**src/hdl/swt_pkg.sv**
```systemverilog
// Shared constants and types for the shell word tokenizer.
package swt_pkg;

  localparam int ModeW = 4;

  localparam logic [ModeW-1:0] M_NORMAL      = 4'd0;
  localparam logic [ModeW-1:0] M_N_BSLASH    = 4'd1;
  localparam logic [ModeW-1:0] M_N_DOLLAR    = 4'd2;
  localparam logic [ModeW-1:0] M_SKIP_LF     = 4'd3;
  localparam logic [ModeW-1:0] M_SQUOTE      = 4'd4;
  localparam logic [ModeW-1:0] M_DQUOTE      = 4'd5;
  localparam logic [ModeW-1:0] M_DQ_BSLASH   = 4'd6;
  localparam logic [ModeW-1:0] M_ANSI        = 4'd7;
  localparam logic [ModeW-1:0] M_ANSI_BSLASH = 4'd8;

  localparam logic [7:0] CH_TAB    = 8'h09;
  localparam logic [7:0] CH_LF     = 8'h0A;
  localparam logic [7:0] CH_CR     = 8'h0D;
  localparam logic [7:0] CH_SP     = 8'h20;
  localparam logic [7:0] CH_DQUOTE = 8'h22;
  localparam logic [7:0] CH_DOLLAR = 8'h24;
  localparam logic [7:0] CH_SQUOTE = 8'h27;
  localparam logic [7:0] CH_BSLASH = 8'h5C;
  localparam logic [7:0] CH_N      = 8'h6E;
  localparam logic [7:0] CH_R      = 8'h72;
  localparam logic [7:0] CH_T      = 8'h74;

  localparam logic KIND_CHAR = 1'b0;
  localparam logic KIND_END  = 1'b1;

  typedef struct packed {
    logic       kind;
    logic [7:0] ch;
  } swt_res_t;

  // results of one byte, handed from lexer to result buffer
  typedef struct packed {
    logic           load;
    logic [1:0]     nres;
    swt_res_t [2:0] res;
  } swt_batch_t;

endpackage

```
**src/hdl/swt_if.sv**
```systemverilog
// Valid/ready channel interfaces for tokenizer input bytes and result beats.
interface swt_in_if;
  logic       valid;
  logic       ready;
  logic [7:0] byte_in;
  logic       end_of_command;

  modport source (output valid, output byte_in, output end_of_command, input ready);
  modport sink (input valid, input byte_in, input end_of_command, output ready);
endinterface

interface swt_out_if;
  logic       valid;
  logic       ready;
  logic       kind;
  logic [7:0] char_out;
  logic       last_of_run;

  modport source (output valid, output kind, output char_out, output last_of_run,
                  input ready);
  modport sink (input valid, input kind, input char_out, input last_of_run,
                output ready);
endinterface

```
**src/hdl/shell_word_tokenizer.sv**
```systemverilog
// Top level of the streaming shell word tokenizer.
// Takes one command-line byte per beat and returns token characters and
// end-of-token markers, with last_of_run set on the final beat a byte causes.
// A byte is taken in the cycle it arrives whenever the result buffer is empty
// or sending its final beat, so while the receiver is ready, bytes that cause at most
// one result flow at one per cycle; a byte causing k results (k up to 3) sends them
// one after another through the single result port.
// Results appear in the cycle after their byte is taken.
module shell_word_tokenizer (
  input  logic      clk,
  input  logic      rst_n,
  swt_in_if.sink    in_chan,
  swt_out_if.source out_chan
);

  swt_pkg::swt_batch_t batch;
  logic                take;
  logic                accept;

  assign in_chan.ready = take;
  assign accept        = in_chan.valid & take;

  swt_lexer u_lexer (
    .clk            (clk),
    .rst_n          (rst_n),
    .accept         (accept),
    .byte_in        (in_chan.byte_in),
    .end_of_command (in_chan.end_of_command),
    .batch          (batch)
  );

  swt_emit u_emit (
    .clk      (clk),
    .rst_n    (rst_n),
    .batch    (batch),
    .take     (take),
    .out_chan (out_chan)
  );

endmodule

```
**src/hdl/swt_lexer.sv**
```systemverilog
// Lexer state registers and next-state / result logic for one input byte.
module swt_lexer (
  input  logic                   clk,
  input  logic                   rst_n,
  input  logic                   accept,
  input  logic [7:0]             byte_in,
  input  logic                   end_of_command,
  output swt_pkg::swt_batch_t    batch
);

  typedef struct packed {
    logic [swt_pkg::ModeW-1:0] mode;
    logic                      chv;
    logic                      cls;
  } swt_unq_t;

  function automatic swt_unq_t unquoted(input logic [7:0] b, input logic eoc);
    swt_unq_t u;
    u.mode = swt_pkg::M_NORMAL;
    u.chv  = 1'b0;
    u.cls  = 1'b0;
    if (b inside {swt_pkg::CH_SP, swt_pkg::CH_TAB, swt_pkg::CH_CR, swt_pkg::CH_LF}) begin
      u.cls = 1'b1;
    end else if (b == swt_pkg::CH_SQUOTE) begin
      u.mode = swt_pkg::M_SQUOTE;
    end else if (b == swt_pkg::CH_DQUOTE) begin
      u.mode = swt_pkg::M_DQUOTE;
    end else if (b == swt_pkg::CH_BSLASH && !eoc) begin
      u.mode = swt_pkg::M_N_BSLASH;
    end else if (b == swt_pkg::CH_DOLLAR && !eoc) begin
      u.mode = swt_pkg::M_N_DOLLAR;
    end else begin
      u.chv = 1'b1;
    end
    return u;
  endfunction

  logic [swt_pkg::ModeW-1:0] mode_r;
  logic [swt_pkg::ModeW-1:0] mode_nxt;
  logic                      tok_r;
  logic                      tok_nxt;

  swt_unq_t   u;
  logic [1:0] nch;
  logic [7:0] c0;
  logic [7:0] c1;
  logic       cls;
  logic       tok1;
  logic       emit_cls;

  always_comb begin
    u        = unquoted(byte_in, end_of_command);
    mode_nxt = mode_r;
    nch      = 2'd0;
    c0       = byte_in;
    c1       = byte_in;
    cls      = 1'b0;
    case (mode_r)
      swt_pkg::M_N_BSLASH: begin
        if (byte_in == swt_pkg::CH_LF || byte_in == swt_pkg::CH_CR) begin
          mode_nxt = swt_pkg::M_SKIP_LF;
        end else begin
          nch      = 2'd1;
          mode_nxt = swt_pkg::M_NORMAL;
        end
      end
      swt_pkg::M_N_DOLLAR: begin
        if (byte_in == swt_pkg::CH_SQUOTE) begin
          mode_nxt = swt_pkg::M_ANSI;
        end else begin
          c0       = swt_pkg::CH_DOLLAR;
          nch      = u.chv ? 2'd2 : 2'd1;
          mode_nxt = u.mode;
          cls      = u.cls;
        end
      end
      swt_pkg::M_SKIP_LF: begin
        if (byte_in == swt_pkg::CH_LF) begin
          mode_nxt = swt_pkg::M_NORMAL;
        end else begin
          nch      = {1'b0, u.chv};
          mode_nxt = u.mode;
          cls      = u.cls;
        end
      end
      swt_pkg::M_SQUOTE: begin
        if (byte_in == swt_pkg::CH_SQUOTE) begin
          mode_nxt = swt_pkg::M_NORMAL;
        end else begin
          nch = 2'd1;
        end
      end
      swt_pkg::M_DQUOTE: begin
        if (byte_in == swt_pkg::CH_DQUOTE) begin
          mode_nxt = swt_pkg::M_NORMAL;
        end else if (byte_in == swt_pkg::CH_BSLASH && !end_of_command) begin
          mode_nxt = swt_pkg::M_DQ_BSLASH;
        end else begin
          nch = 2'd1;
        end
      end
      swt_pkg::M_DQ_BSLASH: begin
        mode_nxt = swt_pkg::M_DQUOTE;
        nch      = 2'd1;
        if (byte_in == swt_pkg::CH_N) begin
          c0 = swt_pkg::CH_LF;
        end else if (byte_in == swt_pkg::CH_T) begin
          c0 = swt_pkg::CH_TAB;
        end else if (byte_in == swt_pkg::CH_DQUOTE || byte_in == swt_pkg::CH_BSLASH) begin
          c0 = byte_in;
        end else begin
          c0  = swt_pkg::CH_BSLASH;
          nch = 2'd2;
        end
      end
      swt_pkg::M_ANSI: begin
        if (byte_in == swt_pkg::CH_SQUOTE) begin
          mode_nxt = swt_pkg::M_NORMAL;
        end else if (byte_in == swt_pkg::CH_BSLASH && !end_of_command) begin
          mode_nxt = swt_pkg::M_ANSI_BSLASH;
        end else begin
          nch = 2'd1;
        end
      end
      swt_pkg::M_ANSI_BSLASH: begin
        mode_nxt = swt_pkg::M_ANSI;
        nch      = 2'd1;
        if (byte_in == swt_pkg::CH_N) begin
          c0 = swt_pkg::CH_LF;
        end else if (byte_in == swt_pkg::CH_T) begin
          c0 = swt_pkg::CH_TAB;
        end else if (byte_in == swt_pkg::CH_R) begin
          c0 = swt_pkg::CH_CR;
        end else if (byte_in == swt_pkg::CH_BSLASH || byte_in == swt_pkg::CH_SQUOTE ||
                     byte_in == swt_pkg::CH_DQUOTE) begin
          c0 = byte_in;
        end else begin
          c0  = swt_pkg::CH_BSLASH;
          nch = 2'd2;
        end
      end
      default: begin
        nch      = {1'b0, u.chv};
        mode_nxt = u.mode;
        cls      = u.cls;
      end
    endcase

    if (end_of_command) begin
      mode_nxt = swt_pkg::M_NORMAL;
      cls      = 1'b1;
    end

    // characters always precede the end marker
    tok1     = tok_r | (nch != 2'd0);
    emit_cls = cls & tok1;
    tok_nxt  = cls ? 1'b0 : tok1;

    batch.load        = accept;
    batch.nres        = nch + {1'b0, emit_cls};
    batch.res[0].kind = (nch != 2'd0) ? swt_pkg::KIND_CHAR : swt_pkg::KIND_END;
    batch.res[0].ch   = (nch != 2'd0) ? c0 : 8'd0;
    batch.res[1].kind = (nch == 2'd2) ? swt_pkg::KIND_CHAR : swt_pkg::KIND_END;
    batch.res[1].ch   = (nch == 2'd2) ? c1 : 8'd0;
    batch.res[2].kind = swt_pkg::KIND_END;
    batch.res[2].ch   = 8'd0;
  end

  always_ff @(posedge clk) begin
    if (!rst_n) begin
      mode_r <= swt_pkg::M_NORMAL;
      tok_r  <= 1'b0;
    end else if (accept) begin
      mode_r <= mode_nxt;
      tok_r  <= tok_nxt;
    end
  end

endmodule

```
**src/hdl/swt_emit.sv**
```systemverilog
// Result buffer: holds the beats of one byte and sends them one per cycle while the receiver is ready.
module swt_emit (
  input  logic                clk,
  input  logic                rst_n,
  input  swt_pkg::swt_batch_t batch,
  output logic                take,
  swt_out_if.source           out_chan
);

  swt_pkg::swt_res_t [2:0] res_r;
  logic [1:0]              cnt_r;
  logic [1:0]              pos_r;
  logic [1:0]              pos_nxt;
  swt_pkg::swt_res_t       cur;
  logic                    last;
  logic                    beat;

  always_comb begin
    case (pos_r)
      2'd0:    cur = res_r[0];
      2'd1:    cur = res_r[1];
      2'd2:    cur = res_r[2];
      default: cur = res_r[2];
    endcase
  end

  assign pos_nxt              = pos_r + 2'd1;
  assign last                 = (pos_nxt == cnt_r);
  assign out_chan.valid       = (pos_r != cnt_r);
  assign out_chan.kind        = cur.kind;
  assign out_chan.char_out    = cur.ch;
  assign out_chan.last_of_run = last;
  assign beat                 = out_chan.valid & out_chan.ready;
  // free when empty or once the final beat of the buffered byte leaves
  assign take                 = !out_chan.valid | (out_chan.ready & last);

  always_ff @(posedge clk) begin
    if (batch.load) begin
      res_r <= batch.res;
    end
  end

  always_ff @(posedge clk) begin
    if (!rst_n) begin
      cnt_r <= 2'd0;
      pos_r <= 2'd0;
    end else if (batch.load) begin
      cnt_r <= batch.nres;
      pos_r <= 2'd0;
    end else if (beat) begin
      pos_r <= pos_nxt;
    end
  end

`ifndef ASSERT_OFF
  a_pos_bound: assert property (@(posedge clk) disable iff (!rst_n)
    pos_r <= cnt_r)
    else $error("result position past count");

  a_load_shows: assert property (@(posedge clk) disable iff (!rst_n)
    (batch.load && batch.nres != 2'd0) |=> out_chan.valid)
    else $error("loaded results not presented");

  a_run_continues: assert property (@(posedge clk) disable iff (!rst_n)
    (beat && !last && !batch.load) |=> out_chan.valid)
    else $error("run dropped before its last beat");

  a_load_when_free: assert property (@(posedge clk) disable iff (!rst_n)
    batch.load |-> take)
    else $error("byte loaded over pending results");

  a_end_zero: assert property (@(posedge clk) disable iff (!rst_n)
    (out_chan.valid && out_chan.kind == swt_pkg::KIND_END) |-> out_chan.char_out == 8'd0)
    else $error("end marker with nonzero char");
`endif

endmodule

```
**src/flat_wrapper.sv**
```systemverilog
// flat-port wrapper written by rule: the top's interface ports become plain ports
module shell_word_tokenizer_flat 
  (clk, rst_n, in_chan_valid, in_chan_byte_in, in_chan_end_of_command, in_chan_ready, out_chan_valid, out_chan_kind, out_chan_char_out, out_chan_last_of_run, out_chan_ready);
  swt_in_if in_chan_i ();
  swt_out_if out_chan_i ();
  input  logic clk;
  input  logic rst_n;
  input wire logic [$bits(in_chan_i.valid)-1:0] in_chan_valid;
  input wire logic [$bits(in_chan_i.byte_in)-1:0] in_chan_byte_in;
  input wire logic [$bits(in_chan_i.end_of_command)-1:0] in_chan_end_of_command;
  output wire logic [$bits(in_chan_i.ready)-1:0] in_chan_ready;
  output wire logic [$bits(out_chan_i.valid)-1:0] out_chan_valid;
  output wire logic [$bits(out_chan_i.kind)-1:0] out_chan_kind;
  output wire logic [$bits(out_chan_i.char_out)-1:0] out_chan_char_out;
  output wire logic [$bits(out_chan_i.last_of_run)-1:0] out_chan_last_of_run;
  input wire logic [$bits(out_chan_i.ready)-1:0] out_chan_ready;
  assign in_chan_i.valid = in_chan_valid;
  assign in_chan_i.byte_in = in_chan_byte_in;
  assign in_chan_i.end_of_command = in_chan_end_of_command;
  assign in_chan_ready = in_chan_i.ready;
  assign out_chan_valid = out_chan_i.valid;
  assign out_chan_kind = out_chan_i.kind;
  assign out_chan_char_out = out_chan_i.char_out;
  assign out_chan_last_of_run = out_chan_i.last_of_run;
  assign out_chan_i.ready = out_chan_ready;
  shell_word_tokenizer u_core (.clk(clk), .rst_n(rst_n), .in_chan(in_chan_i), .out_chan(out_chan_i));
endmodule
```
**config.mk**
```make
export PLATFORM = sky130hd
export DESIGN_NAME = shell_word_tokenizer_flat
export DESIGN_NICKNAME = d
export VERILOG_FILES = /design/src/hdl/swt_pkg.sv /design/src/hdl/swt_if.sv /design/src/hdl/shell_word_tokenizer.sv /design/src/hdl/swt_lexer.sv /design/src/hdl/swt_emit.sv /design/src/flat_wrapper.sv
export SDC_FILE = /design/constraint.sdc
export NUM_CORES = 1
export LEC_CHECK = 0
export ABC_CLOCK_PERIOD_IN_PS = 7470
export BUFFER_PORTS_ARGS = -buffer_cell sky130_fd_sc_hd__buf_4
export CORE_UTILIZATION = 45
export DETAILED_ROUTE_END_ITERATION = 8
export GPL_TIMING_DRIVEN = 0
export PLACE_DENSITY = 0.6
export SETUP_SLACK_MARGIN = 0.02
export SYNTH_ARGS = -nofsm -noshare
export SYNTH_HDL_FRONTEND = slang
export SYNTH_SLANG_ARGS = --single-unit
```
**constraint.sdc**
```tcl
create_clock -name clk -period 7.47 [get_ports clk]
set_input_delay 0 -clock clk [delete_from_list [all_inputs] [get_ports clk]]
set_output_delay 0 -clock clk [all_outputs]
set_load 0.02 [all_outputs]
```
Yosys cells after proc, flatten, opt, wreduce, memory -nomap -nowiden
Index checks and enable logic that the tools add are counted.

Register bits: 27. Logic and storage cells: 110.

Add/subtract/negate cells: 2. Eq/ne operators: 26. Multiplexer cells: 53. Bitwise operators: 7. Reduce and logical (&&, ||, !) cells: 14.

Operator list (number): $mux W8 (8); $mux W4 (9); $eq A8 B6 Y1 const B (4); $eq A8 B7 Y1 const B (4); $pmux W4 S8 (1); $mux W2 (13); $eq A8 B4 Y1 const B (3); $pmux W8 S3 (1); $pmux W9 S2 (1); $eq A4 B3 Y1 const B (4); $mux W1 (16); $pmux W2 S8 (1); $eq A4 B2 Y1 const B (2); $ne A4 B4 Y1 const B (2); $reduce_or A6 Y1 (1); $mux W5 (1); $and A1 B1 Y1 (4); $eq A4 B1 Y1 const B (1); $eq A4 B4 Y1 const B (1); $logic_or A1 B1 Y1 (4); $reduce_and A4 Y1 (1); $reduce_bool A4 Y1 (1); $mux W3 (1); $ne A3 B3 Y1 const B (1); 14 further kinds (17).

Logic depth before layout (Yosys ltp)
Gate-level depths: netlist of run 1.

Depth in word-level cells: 14. Depth in mapped cells: 11. Gate-level depth less buffers: 10.

Cells and area by module
From an unflattened synthesis of run 1, not the netlist that was laid out.

Cell total of the unflattened synthesis: 282. Area, all modules: 2541.2 um2.

Modules (own cells, without submodules): swt_lexer (instances 1, cells each 194, area an instance 1290.0 um2); swt_emit (instances 1, cells each 87, area an instance 1244.9 um2); shell_word_tokenizer (instances 1, cells each 1, area an instance 6.3 um2).

Worst setup path before layout of run 1
No wires, ideal clock.

Kind: register to register. Start: reg u_core.u_emit.pos_r[0]. End: reg u_core.u_lexer.mode_r[0] (netlist name). Arrival time: 2.418 ns. Setup slack: 4.935 ns. Stages on the path, launching flop included: 9. Buffers on the path: 0. Period minus slack after synthesis: 2.535 ns. Path through: dfxtp_1 > inv_1 > ha_1 > and2_1 > o2111ai_1 > nand2_1 > o21ai_1 > mux2i_1 > nor2b_1.

Longest elaborated chain between the ends: 6. Elaborated cells between the ends (all ways): 8. Classes of those cells: add/sub (1); eq/ne (2); bitwise (3); reduce/logical (2).

RTL lines: from (decl) (RTL line swt_emit.sv:12) `logic [1:0] pos_r;`; from (signal assigned) (RTL line swt_emit.sv:51) `pos_r <= pos_nxt;`; $add A2 B1 Y2 (RTL line swt_emit.sv:27) `assign pos_nxt = pos_r + 2'd1;`; named net u_core.u_emit.pos_nxt[0] (RTL line swt_emit.sv:13) `logic [1:0] pos_nxt;`; $eq A2 B2 Y1 (RTL line swt_emit.sv:28) `assign last = (pos_nxt == cnt_r);`; $and A1 B1 Y1 (RTL line swt_emit.sv:35) `assign take = !out_chan.valid | (out_chan.ready & last);`; $or A1 B1 Y1 (RTL line swt_emit.sv:35); $and A1 B1 Y1 (RTL line shell_word_tokenizer.sv:21) `assign accept = in_chan.valid & take;`; named net u_core.accept (RTL line shell_word_tokenizer.sv:18) `logic accept;`; $reduce_and A4 Y1 (no source line); to (signal assigned) (RTL line swt_lexer.sv:171) `mode_r <= swt_pkg::M_NORMAL;`; to (signal assigned) (RTL line swt_lexer.sv:174) `mode_r <= mode_nxt;`; to (decl) (RTL line swt_lexer.sv:38) `logic [swt_pkg::ModeW-1:0] mode_r;`.

The timed path passes the listed nets, and every way through them passes these cells. A chain may end at the register's enable or synchronous reset.

Worst setup path after layout of run 1
Start: reg u_core.u_emit.pos_r[0]. End: reg u_core.u_lexer.mode_r[3] (netlist name).

The elaborated chain is that of the path after synthesis.

==> reports/qor_table.md, run 1 <==
| Step | Metric | Value |
| --- | --- | --- |
| sta | Highest achievable clock rate | 334.2 MHz |
| run | Maxcap violations | 0 |
| global route | Final global-route overflow total | 0 |
| cts | Clock H-tree levels | 1 |
| routing | Detailed Route Iter0 Violations | 155 |
| power and ir drop | Leakage power | 0.9459 nW |
| cts | Clock Tree Root | sky130_fd_sc_hd__clkbuf_8 |
| power and ir drop | Net switching fraction of the power | 0.3218 |
| sta | Fin Clk Skew | 0.007785 ns |
| layout | Area growth syn-to-layout | 13.34% |
| yosys | Instance count of the mapped netlist | 255 |
| layout | Fill cell count | 471 |
| layout | Diode count | 0 |
| yosys | Post-synth net total | 271 |
| floorplanning | I/O pins | 25 |
| cts | Source-to-sink clock delay at the later pin of the worst-skew pair | 0.27 ns |
| worst setup path | Start-to-end type of the worst setup path | reg -> reg |
| run status | Result of the run | finished clean |
| routing | Drt via density | 5.974 |
| cts | CTS Buf Count | 3 |
| placed design | # placed instances | 344 |
| power and ir drop | Switching pwr | 0.1289 mW |
| cts | Max clock buf depth | 2 |
| placed design | Half-perimeter wire length after detailed placement | 4.183 mm |
| worst setup path | Worst reg2reg path startpoint | u_core.u_emit.pos_r[0] |
| worst setup path | Startpoint type of the worst setup path | flop |
| sta | Slew margin rel. | 0.3867 |
| global route | Largest net degree at the start of global routing | 25 |
| cts | Number of sinks on the clock net | 27 |
| layout | Area used by multi-input combinational logic | 1396 um2 |
| yosys | Number of synthesized register bits | 27 |
| layout | Final net count | 298 |
| yosys | Post-Synthesis Cell Area | 2213 um2 |
| yosys | Top cell types by occurrence after synthesis | sky130_fd_sc_hd__edfxtp_1 (18), sky130_fd_sc_hd__nand2_1 (18), sky130_fd_sc_hd__nor2_1 (17), sky130_fd_sc_hd__nor2b_1 (17), sky130_fd_sc_hd__a21oi_1 (14) |
| sta | Fraction of the cycle the final worst path needs | 0.4005 |
| worst setup path | Required time at the worst-slack endpoint | 7.64 ns |
| sta | Measured slew at the worst slew-check pin | 0.9178 ns |
| power and ir drop | Comb power frac | 0.326 |
| yosys | Largest area contributor in the synthesized netlist | sky130_fd_sc_hd__edfxtp_1 |
| global route | Number of antenna violations at the first check in global routing | 0 |
| floorplanning | Number of standard-cell rows in the floorplan | 25 |
| power and ir drop | Pwr Density | 159.6 nW/um2 |
| hold path | Class of the tightest hold or removal check | in -> reg |
| worst setup path | Critical path fanouts, max | 24 |
| cts | Post CTS Setup Buffer Count | 0 |
| yosys | Post-synth EDFFs | 18 |
| cts | Number of instances resized during post-cts repair | 0 |
| placed design | Area after DPL | 2462 um2 |
| sta | Final Max Tran Viols | 0 |
| power and ir drop | Internal power summed over all cells | 0.2716 mW |
| yosys | Ys Warns | 0 |
| sta | Worst-case hold slack | 0.08684 ns |
| routing | Drc violations | 0 |
| sta | Unrepaired setup endpoints after global routing | no |
| layout | Final core area utilization | 0.5311 |
| global route | Via count of the first global-routing pass | 1859 |
| global route | Global-route wire length before repair | 9.128 mm |
| worst setup path | Arrival time at the worst endpoint | 3.16 ns |
| sta | Setup TNS | 0 ns |
| routing | Vias | 2079 |
| power and ir drop | Sequential share of power | 0.472 |
| routing | DRT antenna net count | 0 |
| floorplanning | Vertical die dimension | 72.13 um |
| sta | Final min period | 2.992 ns |
| yosys | Post-synthesis average cell area | 8.680 um2 |
| yosys | Top_reg_cell synth | sky130_fd_sc_hd__edfxtp_1 |
| cts | Clock transition at the register clock pins on the worst setup and hold paths after CTS | 0.09 ns |
| sta | Total count of hold-check failures in the final report | 0 |
| power and ir drop | Portion of total power attributed to the clock network | 0.202 |
| routing | Mean routed wirelength per cell | 15.75 um |
| routing | Routed wire length | 5.482 mm |
| placed design | RePlAce Congestion | 0.9036 |
| yosys | Number of distinct library cells after synthesis | 66 |
| layout | Cell area after layout | 2509 um2 |
| cts | TritonCTS clock tree | built |
| placed design | Count of input and output buffers | 22 |
| power and ir drop | Worst ir drop on vdd | 0.07063 mV |
| yosys | Cell types occupying the most area after synthesis | sky130_fd_sc_hd__edfxtp_1 (24%), sky130_fd_sc_hd__dfxtp_1 (8.1%), sky130_fd_sc_hd__nor2b_1 (4.8%), sky130_fd_sc_hd__a21oi_1 (3.2%), sky130_fd_sc_hd__a22o_1 (3.2%) |
| sta | Final Setup Violations | 0 |
| yosys | Top cell type's share of synthesized area | 0.2442 |
| floorplanning | Initial cell density of the core | 0.4686 |
| layout | Filler-free cell count of the finished design | 348 |
| hold path | Worst min-delay path startpoint | rst_n |
| layout | Proportion of layout cells with a drive suffix above 1 | 0.1566 |
| yosys | Fraction of registers with async set or reset after synthesis | 0 |
| layout | FF+latch area | 720.7 um2 |
| cts | Quantity of hold-fixing buffers added after cts | 0 |
| routing | First-pass iteration count of the detailed router | 4 |
| global route | Global routing usage summed across all routing layers | 0.2213 |
| floorplanning | Horizontal die dimension | 72.13 um |
| floorplanning | Core region area | 4723 um2 |
| worst setup path | Launching instance or port of the critical path | u_core.u_emit.pos_r[0] |
| yosys | Sequential area share after synthesis | 0.3256 |
| worst setup path | Critical Path End Type | flop |
| floorplanning | Die Footprint | 5203 um2 |
-- layout by cell type, fill, tap and decap left out, drive strengths merged, types with 3 or more instances in the layout --
cell type | netlist | routed
mux2i | 4 | 4
nand3 | 13 | 13
nand2 | 18 | 18
a21boi | 3 | 3
inv | 6 | 6
a211oi | 3 | 3
a22oi | 6 | 6
buf | 7 | 29
a32oi | 3 | 3
nor3b | 4 | 4
edfxtp | 18 | 18
nor4b | 4 | 4
nor2 | 18 | 18
o211ai | 5 | 5
and2 | 4 | 4
nor3 | 4 | 4
xor2 | 4 | 4
and3 | 3 | 3
clkbuf | 9 | 12
dfxtp | 9 | 9
o21ai | 13 | 13
ha | 3 | 3
a21oi | 14 | 14
nand3b | 4 | 4
a22o | 8 | 8
a31oi | 7 | 7
nor2b | 17 | 17
nand2b | 4 | 4
-- layout make-up --
class | count | share of cell area
tap | 67 | 0.03342
sequential | 27 | 0.2873
multi-input combinational | 206 | 0.5566
timing repair buffer | 22 | 0.06584
buffer | 16 | 0.02943
clock buffer | 3 | 0.01646
inverter | 6 | 0.008978
clock inverter | 1 | 0.001995
-- metal layers --
layer,share of wire,GRT usage
met3,0.032,0.01806
met2,0.47,0.3531
met4,0.017,0.07190
met1,0.48,0.3176
met5,0,0
-- metrics by stage --
stage	setup WS [ns]	total power, mW
6_report	4.478	0.4004
5_1_grt	4.148	0.4225
4_1_cts	4.474	0.4040
3_5_place_dp	4.491	0.3235
3_3_place_gp	4.475	0.3225
2_1_floorplan	4.935	0.2761
-- cell families (layout without fill, tap and decap cells) --
logic type	count (synthesis)	in the layout	synth area share
buf+inv	22	48	0.04352
xor+xnor	6	6	0.02374
mux	4	4	0.01809
simple gates	113	113	0.3205
compound gates	80	80	0.2516
flops	27	27	0.3256
fa+ha+maj	3	3	0.01696
-- power groups by stage --
stage,registers (mW),clock network (mW),logic (mW)
floorplan,0.190,0,0.0862
global placement,0.192,0,0.131
detailed placement,0.193,0,0.131
CTS,0.189,0.0839,0.131
global route,0.191,0.0887,0.143
finish,0.189,0.0809,0.131
-- path summary, 6_finish.rpt --
| check | to | slack [ns] | cells after the start |
|---|---|---|---|
| hold / removal | u_core.u_emit.cnt_r[1] | 0.09 | 3 |
| setup / recovery | u_core.u_lexer.mode_r[3] | 4.48 | 8 |
| setup reg to reg | u_core.u_lexer.mode_r[3] | 4.48 | 8 |
| hold reg to reg | u_core.u_emit.cnt_r[0] | 0.53 | 2 |
-- worst max-delay path, stage by stage, from the launching register on --
cell and delay (ns):
sky130_fd_sc_hd__dfxtp_1 0.42, sky130_fd_sc_hd__inv_1 0.09, sky130_fd_sc_hd__ha_1 0.37, sky130_fd_sc_hd__and2_1 0.20, sky130_fd_sc_hd__o2111ai_1 0.36, sky130_fd_sc_hd__nand2_1 0.65
sky130_fd_sc_hd__o21ai_1 0.52, sky130_fd_sc_hd__mux2i_1 0.24, sky130_fd_sc_hd__nor2b_1 0.06
-- registers in the layout (all words and copies together) (netlist names) --
signal                 cells
u_core.u_emit.res_r       18
u_core.u_lexer.mode_r      4
u_core.u_emit.pos_r        2
u_core.u_emit.cnt_r        2
u_core.u_lexer.tok_r       1
Note: power is estimated with default switching activity, not from simulation.
==> run 2, diff against run 1 <==
--- a/config.mk
+++ b/config.mk
@@ -5,7 +5,8 @@
 export SDC_FILE = /design/constraint.sdc
 export NUM_CORES = 1
 export LEC_CHECK = 0
-export ABC_CLOCK_PERIOD_IN_PS = 7470
+export ABC_AREA = 1
+export ABC_CLOCK_PERIOD_IN_PS = 2800
 export BUFFER_PORTS_ARGS = -buffer_cell sky130_fd_sc_hd__buf_4
 export CORE_UTILIZATION = 45
 export DETAILED_ROUTE_END_ITERATION = 8
==> constraint.sdc (replaced) <==
create_clock -name clk -period 2.8 [get_ports clk]
set_input_delay 0 -clock clk [delete_from_list [all_inputs] [get_ports clk]]
set_output_delay 0 -clock clk [all_outputs]
set_load 0.02 [all_outputs]
==> reports/qor_table.md, run 2 <==
| Step | Metric | Value | Change |
| --- | --- | --- | --- |
| run status | Result of the run | finished clean | unchanged |
| floorplanning | Die Footprint | 4762 um2 | was 5203 um2 |
| layout | Most common cell after layout, fill and taps aside | sky130_fd_sc_hd__nand2_1 | was sky130_fd_sc_hd__buf_4 |
| layout | Fill cell count | 491 | was 471 |
| worst setup path | Startpoint type of the worst setup path | flop | unchanged |
| yosys | Number of distinct library cells after synthesis | 39 | was 66 |
| placed design | Count of input and output buffers | 24 | was 22 |
| routing | Detailed Route Iter0 Violations | 104 | was 155 |
| layout | Filler-free cell count of the finished design | 356 | was 348 |
| layout | FF+latch area | 720.7 um2 | unchanged |
| global route | Final global-route overflow total | 0 | unchanged |
| cts | CTS Buf Count | 3 | unchanged |
| power and ir drop | Sequential share of power | 0.283 | was 0.472 |
| power and ir drop | Comb power frac | 0.638 | was 0.326 |
| worst setup path | Delay of the slowest critical-path stage | 0.40 ns | was 0.65 ns |
| worst setup path | Arrival time at the worst endpoint | 2.50 ns | was 3.16 ns |
| layout | Most frequent cells in the layout | sky130_fd_sc_hd__nand2_1 (71), sky130_fd_sc_hd__nor2_1 (29), sky130_fd_sc_hd__inv_1 (27), sky130_fd_sc_hd__buf_4 (24), sky130_fd_sc_hd__edfxtp_1 (18) | was sky130_fd_sc_hd__buf_4 (24), sky130_fd_sc_hd__nand2_1 (18), sky130_fd_sc_hd__edfxtp_1 (18), sky130_fd_sc_hd__nor2_1 (17), sky130_fd_sc_hd__nor2b_1 (17) |
| layout | Diode count | 0 | unchanged |
| routing | Drt via density | 5.132 | was 5.974 |
| sta | Total count of hold-check failures in the final report | 0 | unchanged |
| yosys | Post-synth net total | 291 | was 271 |
| routing | Drc violations | 0 | unchanged |
| sta | Unrepaired setup endpoints after global routing | no | unchanged |
| sta | Final min period | 2.326 ns | was 2.992 ns |
| sta | Highest achievable clock rate | 429.8 MHz | was 334.2 MHz |
| sta | Slew margin rel. | 0.6427 | was 0.3867 |
| floorplanning | Horizontal die dimension | 69.01 um | was 72.13 um |
| cts | Clock transition at the register clock pins on the worst setup and hold paths after CTS | 0.09 ns | about the same |
| worst setup path | Capture instance of the worst register-to-register path | u_core.u_lexer.tok_r | was u_core.u_lexer.mode_r[3] |
| layout | Area growth syn-to-layout | 15.05% | was 13.34% |
| global route | Via count of the first global-routing pass | 1702 | was 1859 |
| worst setup path | Worst reg2reg setup slack | 0.47 ns | was 4.48 ns |
| power and ir drop | Portion of total power attributed to the clock network | 0.079 | was 0.202 |
| power and ir drop | Switching pwr | 1.284 mW | was 0.1289 mW |
| yosys | Sequential area share after synthesis | 0.3567 | was 0.3256 |
| yosys | Post-Synthesis Cell Area | 2021 um2 | was 2213 um2 |
| worst setup path | Kind of cell adding the most delay to the critical path | simple AND/OR/NAND/NOR gates | unchanged |
| worst setup path | Launching instance or port of the critical path | u_core.u_emit.pos_r[0] | unchanged |
| hold path | Hold Path Depth | 3 | unchanged |
| worst setup path | Worst reg2reg path depth | 13 | was 8 |
| floorplanning | Initial cell density of the core | 0.4673 | was 0.4686 |
| layout | Cell area after layout | 2325 um2 | was 2509 um2 |
| sta | Fin Clk Skew | 0.004125 ns | was 0.007785 ns |
| sta | Measured slew at the worst slew-check pin | 0.5341 ns | was 0.9178 ns |
| power and ir drop | Leakage power | 1.096 nW | was 0.9459 nW |
| hold path | Class of the tightest hold or removal check | in -> reg | unchanged |
| global route | Largest net degree at the start of global routing | 22 | was 25 |
| yosys | Top cell type's share of synthesized area | 0.2675 | was 0.2442 |
| yosys | Post-Synth Simple-Gate Area | 0.3901 | was 0.3205 |
| sta | Fraction of the cycle the final worst path needs | 0.8309 | was 0.4005 |
| yosys | Adder-Cell Fraction of Synth Area | 0.01858 | was 0.01696 |
| cts | Post CTS Setup Buffer Count | 0 | unchanged |
| hold path | Worst min-delay path startpoint | out_chan_ready | was rst_n |
| layout | Proportion of layout cells with a drive suffix above 1 | 0.2467 | was 0.1566 |
| global route | Global-route wire length before repair | 7.576 mm | was 9.128 mm |
| yosys | Top_reg_cell synth | sky130_fd_sc_hd__edfxtp_1 | unchanged |
| yosys | Fraction of registers with async set or reset after synthesis | 0 | unchanged |
| layout | Top flop regs | u_core.u_emit.res_r x18, u_core.u_lexer.mode_r x4 | unchanged |
| power and ir drop | Internal power summed over all cells | 1.474 mW | was 0.2716 mW |
| yosys | Largest area contributor in the synthesized netlist | sky130_fd_sc_hd__edfxtp_1 | unchanged |
| floorplanning | I/O pins | 25 | unchanged |
| routing | DRT antenna net count | 0 | unchanged |
| cts | Clock H-tree levels | 1 | unchanged |
| routing | Vias | 1827 | was 2079 |
| placed design | RePlAce Congestion | 0.8853 | was 0.9036 |
| yosys | Post-synth EDFFs | 18 | unchanged |
| yosys | Dominant combinational cell family by area after synthesis | simple AND/OR/NAND/NOR gates | unchanged |
| yosys | Post-synthesis mux area share | 0 | was 0.01809 |
| cts | TritonCTS clock tree | built | unchanged |
| yosys | Compound-gate portion of the synthesized area | 0.1449 | was 0.2516 |
| power and ir drop | Net switching fraction of the power | 0.4655 | was 0.3218 |
| worst setup path | Chain of cells forming the critical path | inv_1 -> ha_1 -> or2_1 -> a21oi_1 -> nand2_1 -> nand2_1 -> nand2_1 -> clkinvlp_4 -> nand3b_1 -> nand2_1 -> inv_1 -> nand2_1 -> inv_1 | was inv_1 -> ha_1 -> and2_1 -> o2111ai_1 -> nand2_1 -> o21ai_1 -> mux2i_1 -> nor2b_1 |
| yosys | Instance count of the mapped netlist | 275 | was 255 |
| cts | Source-to-sink clock delay at the later pin of the worst-skew pair | 0.27 ns | about the same |
| worst setup path | Critical Path End Type | flop | unchanged |
| sta | Final Max Tran Viols | 0 | unchanged |
| cts | Max clock buf depth | 2 | unchanged |
| layout | Number of flip-flops under the largest register name | 18 | unchanged |
| floorplanning | Core region area | 4324 um2 | was 4723 um2 |
| power and ir drop | Worst ir drop on vdd | 0.5707 mV | was 0.07063 mV |
| yosys | Post-synthesis average cell area | 7.348 um2 | was 8.680 um2 |
| yosys | Number of synthesized register bits | 27 | unchanged |
| routing | Mean routed wirelength per cell | 12.64 um | was 15.75 um |
| worst setup path | Cell with the largest stage delay on the worst path | sky130_fd_sc_hd__dfxtp_1 | was sky130_fd_sc_hd__nand2_1 |
| placed design | Area after DPL | 2266 um2 | was 2462 um2 |
| routing | Routed wire length | 4.501 mm | was 5.482 mm |
| worst setup path | Required time at the worst-slack endpoint | 2.98 ns | was 7.64 ns |
| floorplanning | Vertical die dimension | 69.01 um | was 72.13 um |
| sta | Setup TNS | 0 ns | unchanged |
| worst setup path | Critical path fanouts, max | 21 | was 24 |
| worst setup path | Worst path bufs/invs | 4 | was 1 |
| global route | Global routing usage summed across all routing layers | 0.1939 | was 0.2213 |
| global route | Number of antenna violations at the first check in global routing | 0 | unchanged |
| power and ir drop | Pwr Density | 1186 nW/um2 | was 159.6 nW/um2 |
| placed design | # placed instances | 351 | was 344 |
| run | Maxcap violations | 0 | unchanged |
| hold path | Worst Hold End | u_core.u_emit.pos_r[0] | was u_core.u_emit.cnt_r[1] |
| yosys | Top cell types by occurrence after synthesis | sky130_fd_sc_hd__nand2_1 (71), sky130_fd_sc_hd__nor2_1 (29), sky130_fd_sc_hd__inv_1 (28) | was sky130_fd_sc_hd__edfxtp_1 (18), sky130_fd_sc_hd__nand2_1 (18), sky130_fd_sc_hd__nor2_1 (17), sky130_fd_sc_hd__nor2b_1 (17), sky130_fd_sc_hd__a21oi_1 (14) |
| cts | Clock Tree Root | sky130_fd_sc_hd__clkbuf_8 | unchanged |
| worst setup path | Worst reg2reg path startpoint | u_core.u_emit.pos_r[0] | unchanged |
| layout | Final core area utilization | 0.5376 | was 0.5311 |
| cts | Number of sinks on the clock net | 27 | unchanged |
| worst setup path | Start-to-end type of the worst setup path | reg -> reg | unchanged |
| routing | First-pass iteration count of the detailed router | 4 | unchanged |
| layout | Register with the most flip-flops | u_core.u_emit.res_r | unchanged |
| yosys | Post-synthesis xor/xnor area fraction | 0.004334 | was 0.02374 |
| placed design | Half-perimeter wire length after detailed placement | 3.586 mm | was 4.183 mm |
| floorplanning | Number of standard-cell rows in the floorplan | 24 | was 25 |
| layout | Area used by multi-input combinational logic | 1127 um2 | was 1396 um2 |
| layout | Final net count | 321 | was 298 |
| yosys | Ys Warns | 0 | unchanged |
| yosys | Most common cell in the synthesized netlist | sky130_fd_sc_hd__nand2_1 |  |
| sta | Final Setup Violations | 0 | unchanged |
| yosys | Cell types occupying the most area after synthesis | sky130_fd_sc_hd__edfxtp_1 (27%), sky130_fd_sc_hd__nand2_1 (13%), sky130_fd_sc_hd__dfxtp_1 (8.9%), sky130_fd_sc_hd__nor2_1 (5.4%), sky130_fd_sc_hd__inv_1 (5.2%) | was sky130_fd_sc_hd__edfxtp_1 (24%), sky130_fd_sc_hd__dfxtp_1 (8.1%), sky130_fd_sc_hd__nor2b_1 (4.8%), sky130_fd_sc_hd__a21oi_1 (3.2%), sky130_fd_sc_hd__a22o_1 (3.2%) |
| worst setup path | Cell repeated most along the worst path | sky130_fd_sc_hd__nand2_1 |  |
## run 2: cell count changes after synthesis, moves of 4 or more
cell / change
sky130_fd_sc_hd__nand2_1: +53
sky130_fd_sc_hd__inv_1: +22
sky130_fd_sc_hd__nor2b_1: -17
sky130_fd_sc_hd__nand2_2: +13
sky130_fd_sc_hd__inv_2: +12
sky130_fd_sc_hd__nor2_1: +12
sky130_fd_sc_hd__clkbuf_1: -8
sky130_fd_sc_hd__a22oi_1: -6
sky130_fd_sc_hd__a31oi_1: -6
sky130_fd_sc_hd__nor2_4: +6
sky130_fd_sc_hd__buf_2: -5
sky130_fd_sc_hd__nor2_2: +5
sky130_fd_sc_hd__mux2i_1: -4
sky130_fd_sc_hd__nand2b_1: -4
## run 2: area by class of cell
class                   instances  area share
plain buffers                   3    0.009688
flip-flops and latches         27      0.3100
repair buffers                 25     0.08181
clock buffers                   4     0.01938
multi-input cells             205      0.4849
inverters                      40     0.06620
well taps                      52     0.02799
## run 2: worst max-delay path by stage
stage	to	slack, ns	cells past startpoint
6_report	u_core.u_lexer.tok_r	0.47	13
2_1_floorplan	u_core.u_lexer.tok_r	0.14	13
3_3_place_gp	u_core.u_lexer.tok_r	0.24	13
5_1_grt	u_core.u_lexer.tok_r	0.25	13
4_1_cts	u_core.u_lexer.tok_r	0.21	13
3_5_place_dp	u_core.u_lexer.tok_r	0.23	13
## run 2: metal layers
layer  global-route usage  routed length, um  vias to the layer above
li1                     -                  -                      965
met1               0.2704               2178                      826
met2               0.3107               2103                       27
met3              0.02047                134                        9
met4              0.07029                 86                        0
met5                    0                  0                        -
## run 2: logic make-up after synthesis
family,Yosys count
XOR/XNOR,1
flip-flops,27
adder cells (fa/ha/maj),3
AO/OA/AOI/OAI,45
buffers and inverters,43
AND/OR/NAND/NOR,156
## run 2: worst min-delay path, delay by kind of cell
kind	cells	cell delay, ns
buf+inv	1	0.12
compound gates	1	0.06
simple gates	1	0.07
## run 2: through the flow
step | setup slack (ns) | power, mW | hold slack (ns)
finish | 0.4736 | 2.757 | 0.02442
global route | 0.2481 | 2.984 | 0.03191
CTS | 0.2073 | 2.769 | 0.01992
detailed placement | 0.2260 | 2.553 | 0.2895
global placement | 0.2365 | 2.538 | 0.2823
floorplan | 0.1431 | 2.082 | 0.1229
## run 2: power groups by stage
| stage | clock network (mW) | logic (mW) | registers (mW) |
|---|---|---|---|
| detailed placement | 0 | 1.76 | 0.794 |
| global placement | 0 | 1.75 | 0.787 |
| CTS | 0.223 | 1.76 | 0.783 |
| global route | 0.234 | 1.95 | 0.800 |
| finish | 0.218 | 1.76 | 0.782 |
| floorplan | 0 | 1.32 | 0.767 |
## run 2: what timing repair did
item | in CTS | in global routing
hold buffers | 1 | 0
hold endpoints to repair | 1 | 0
gates resized for setup | 0 | 1
setup endpoints to repair | 0 | 1
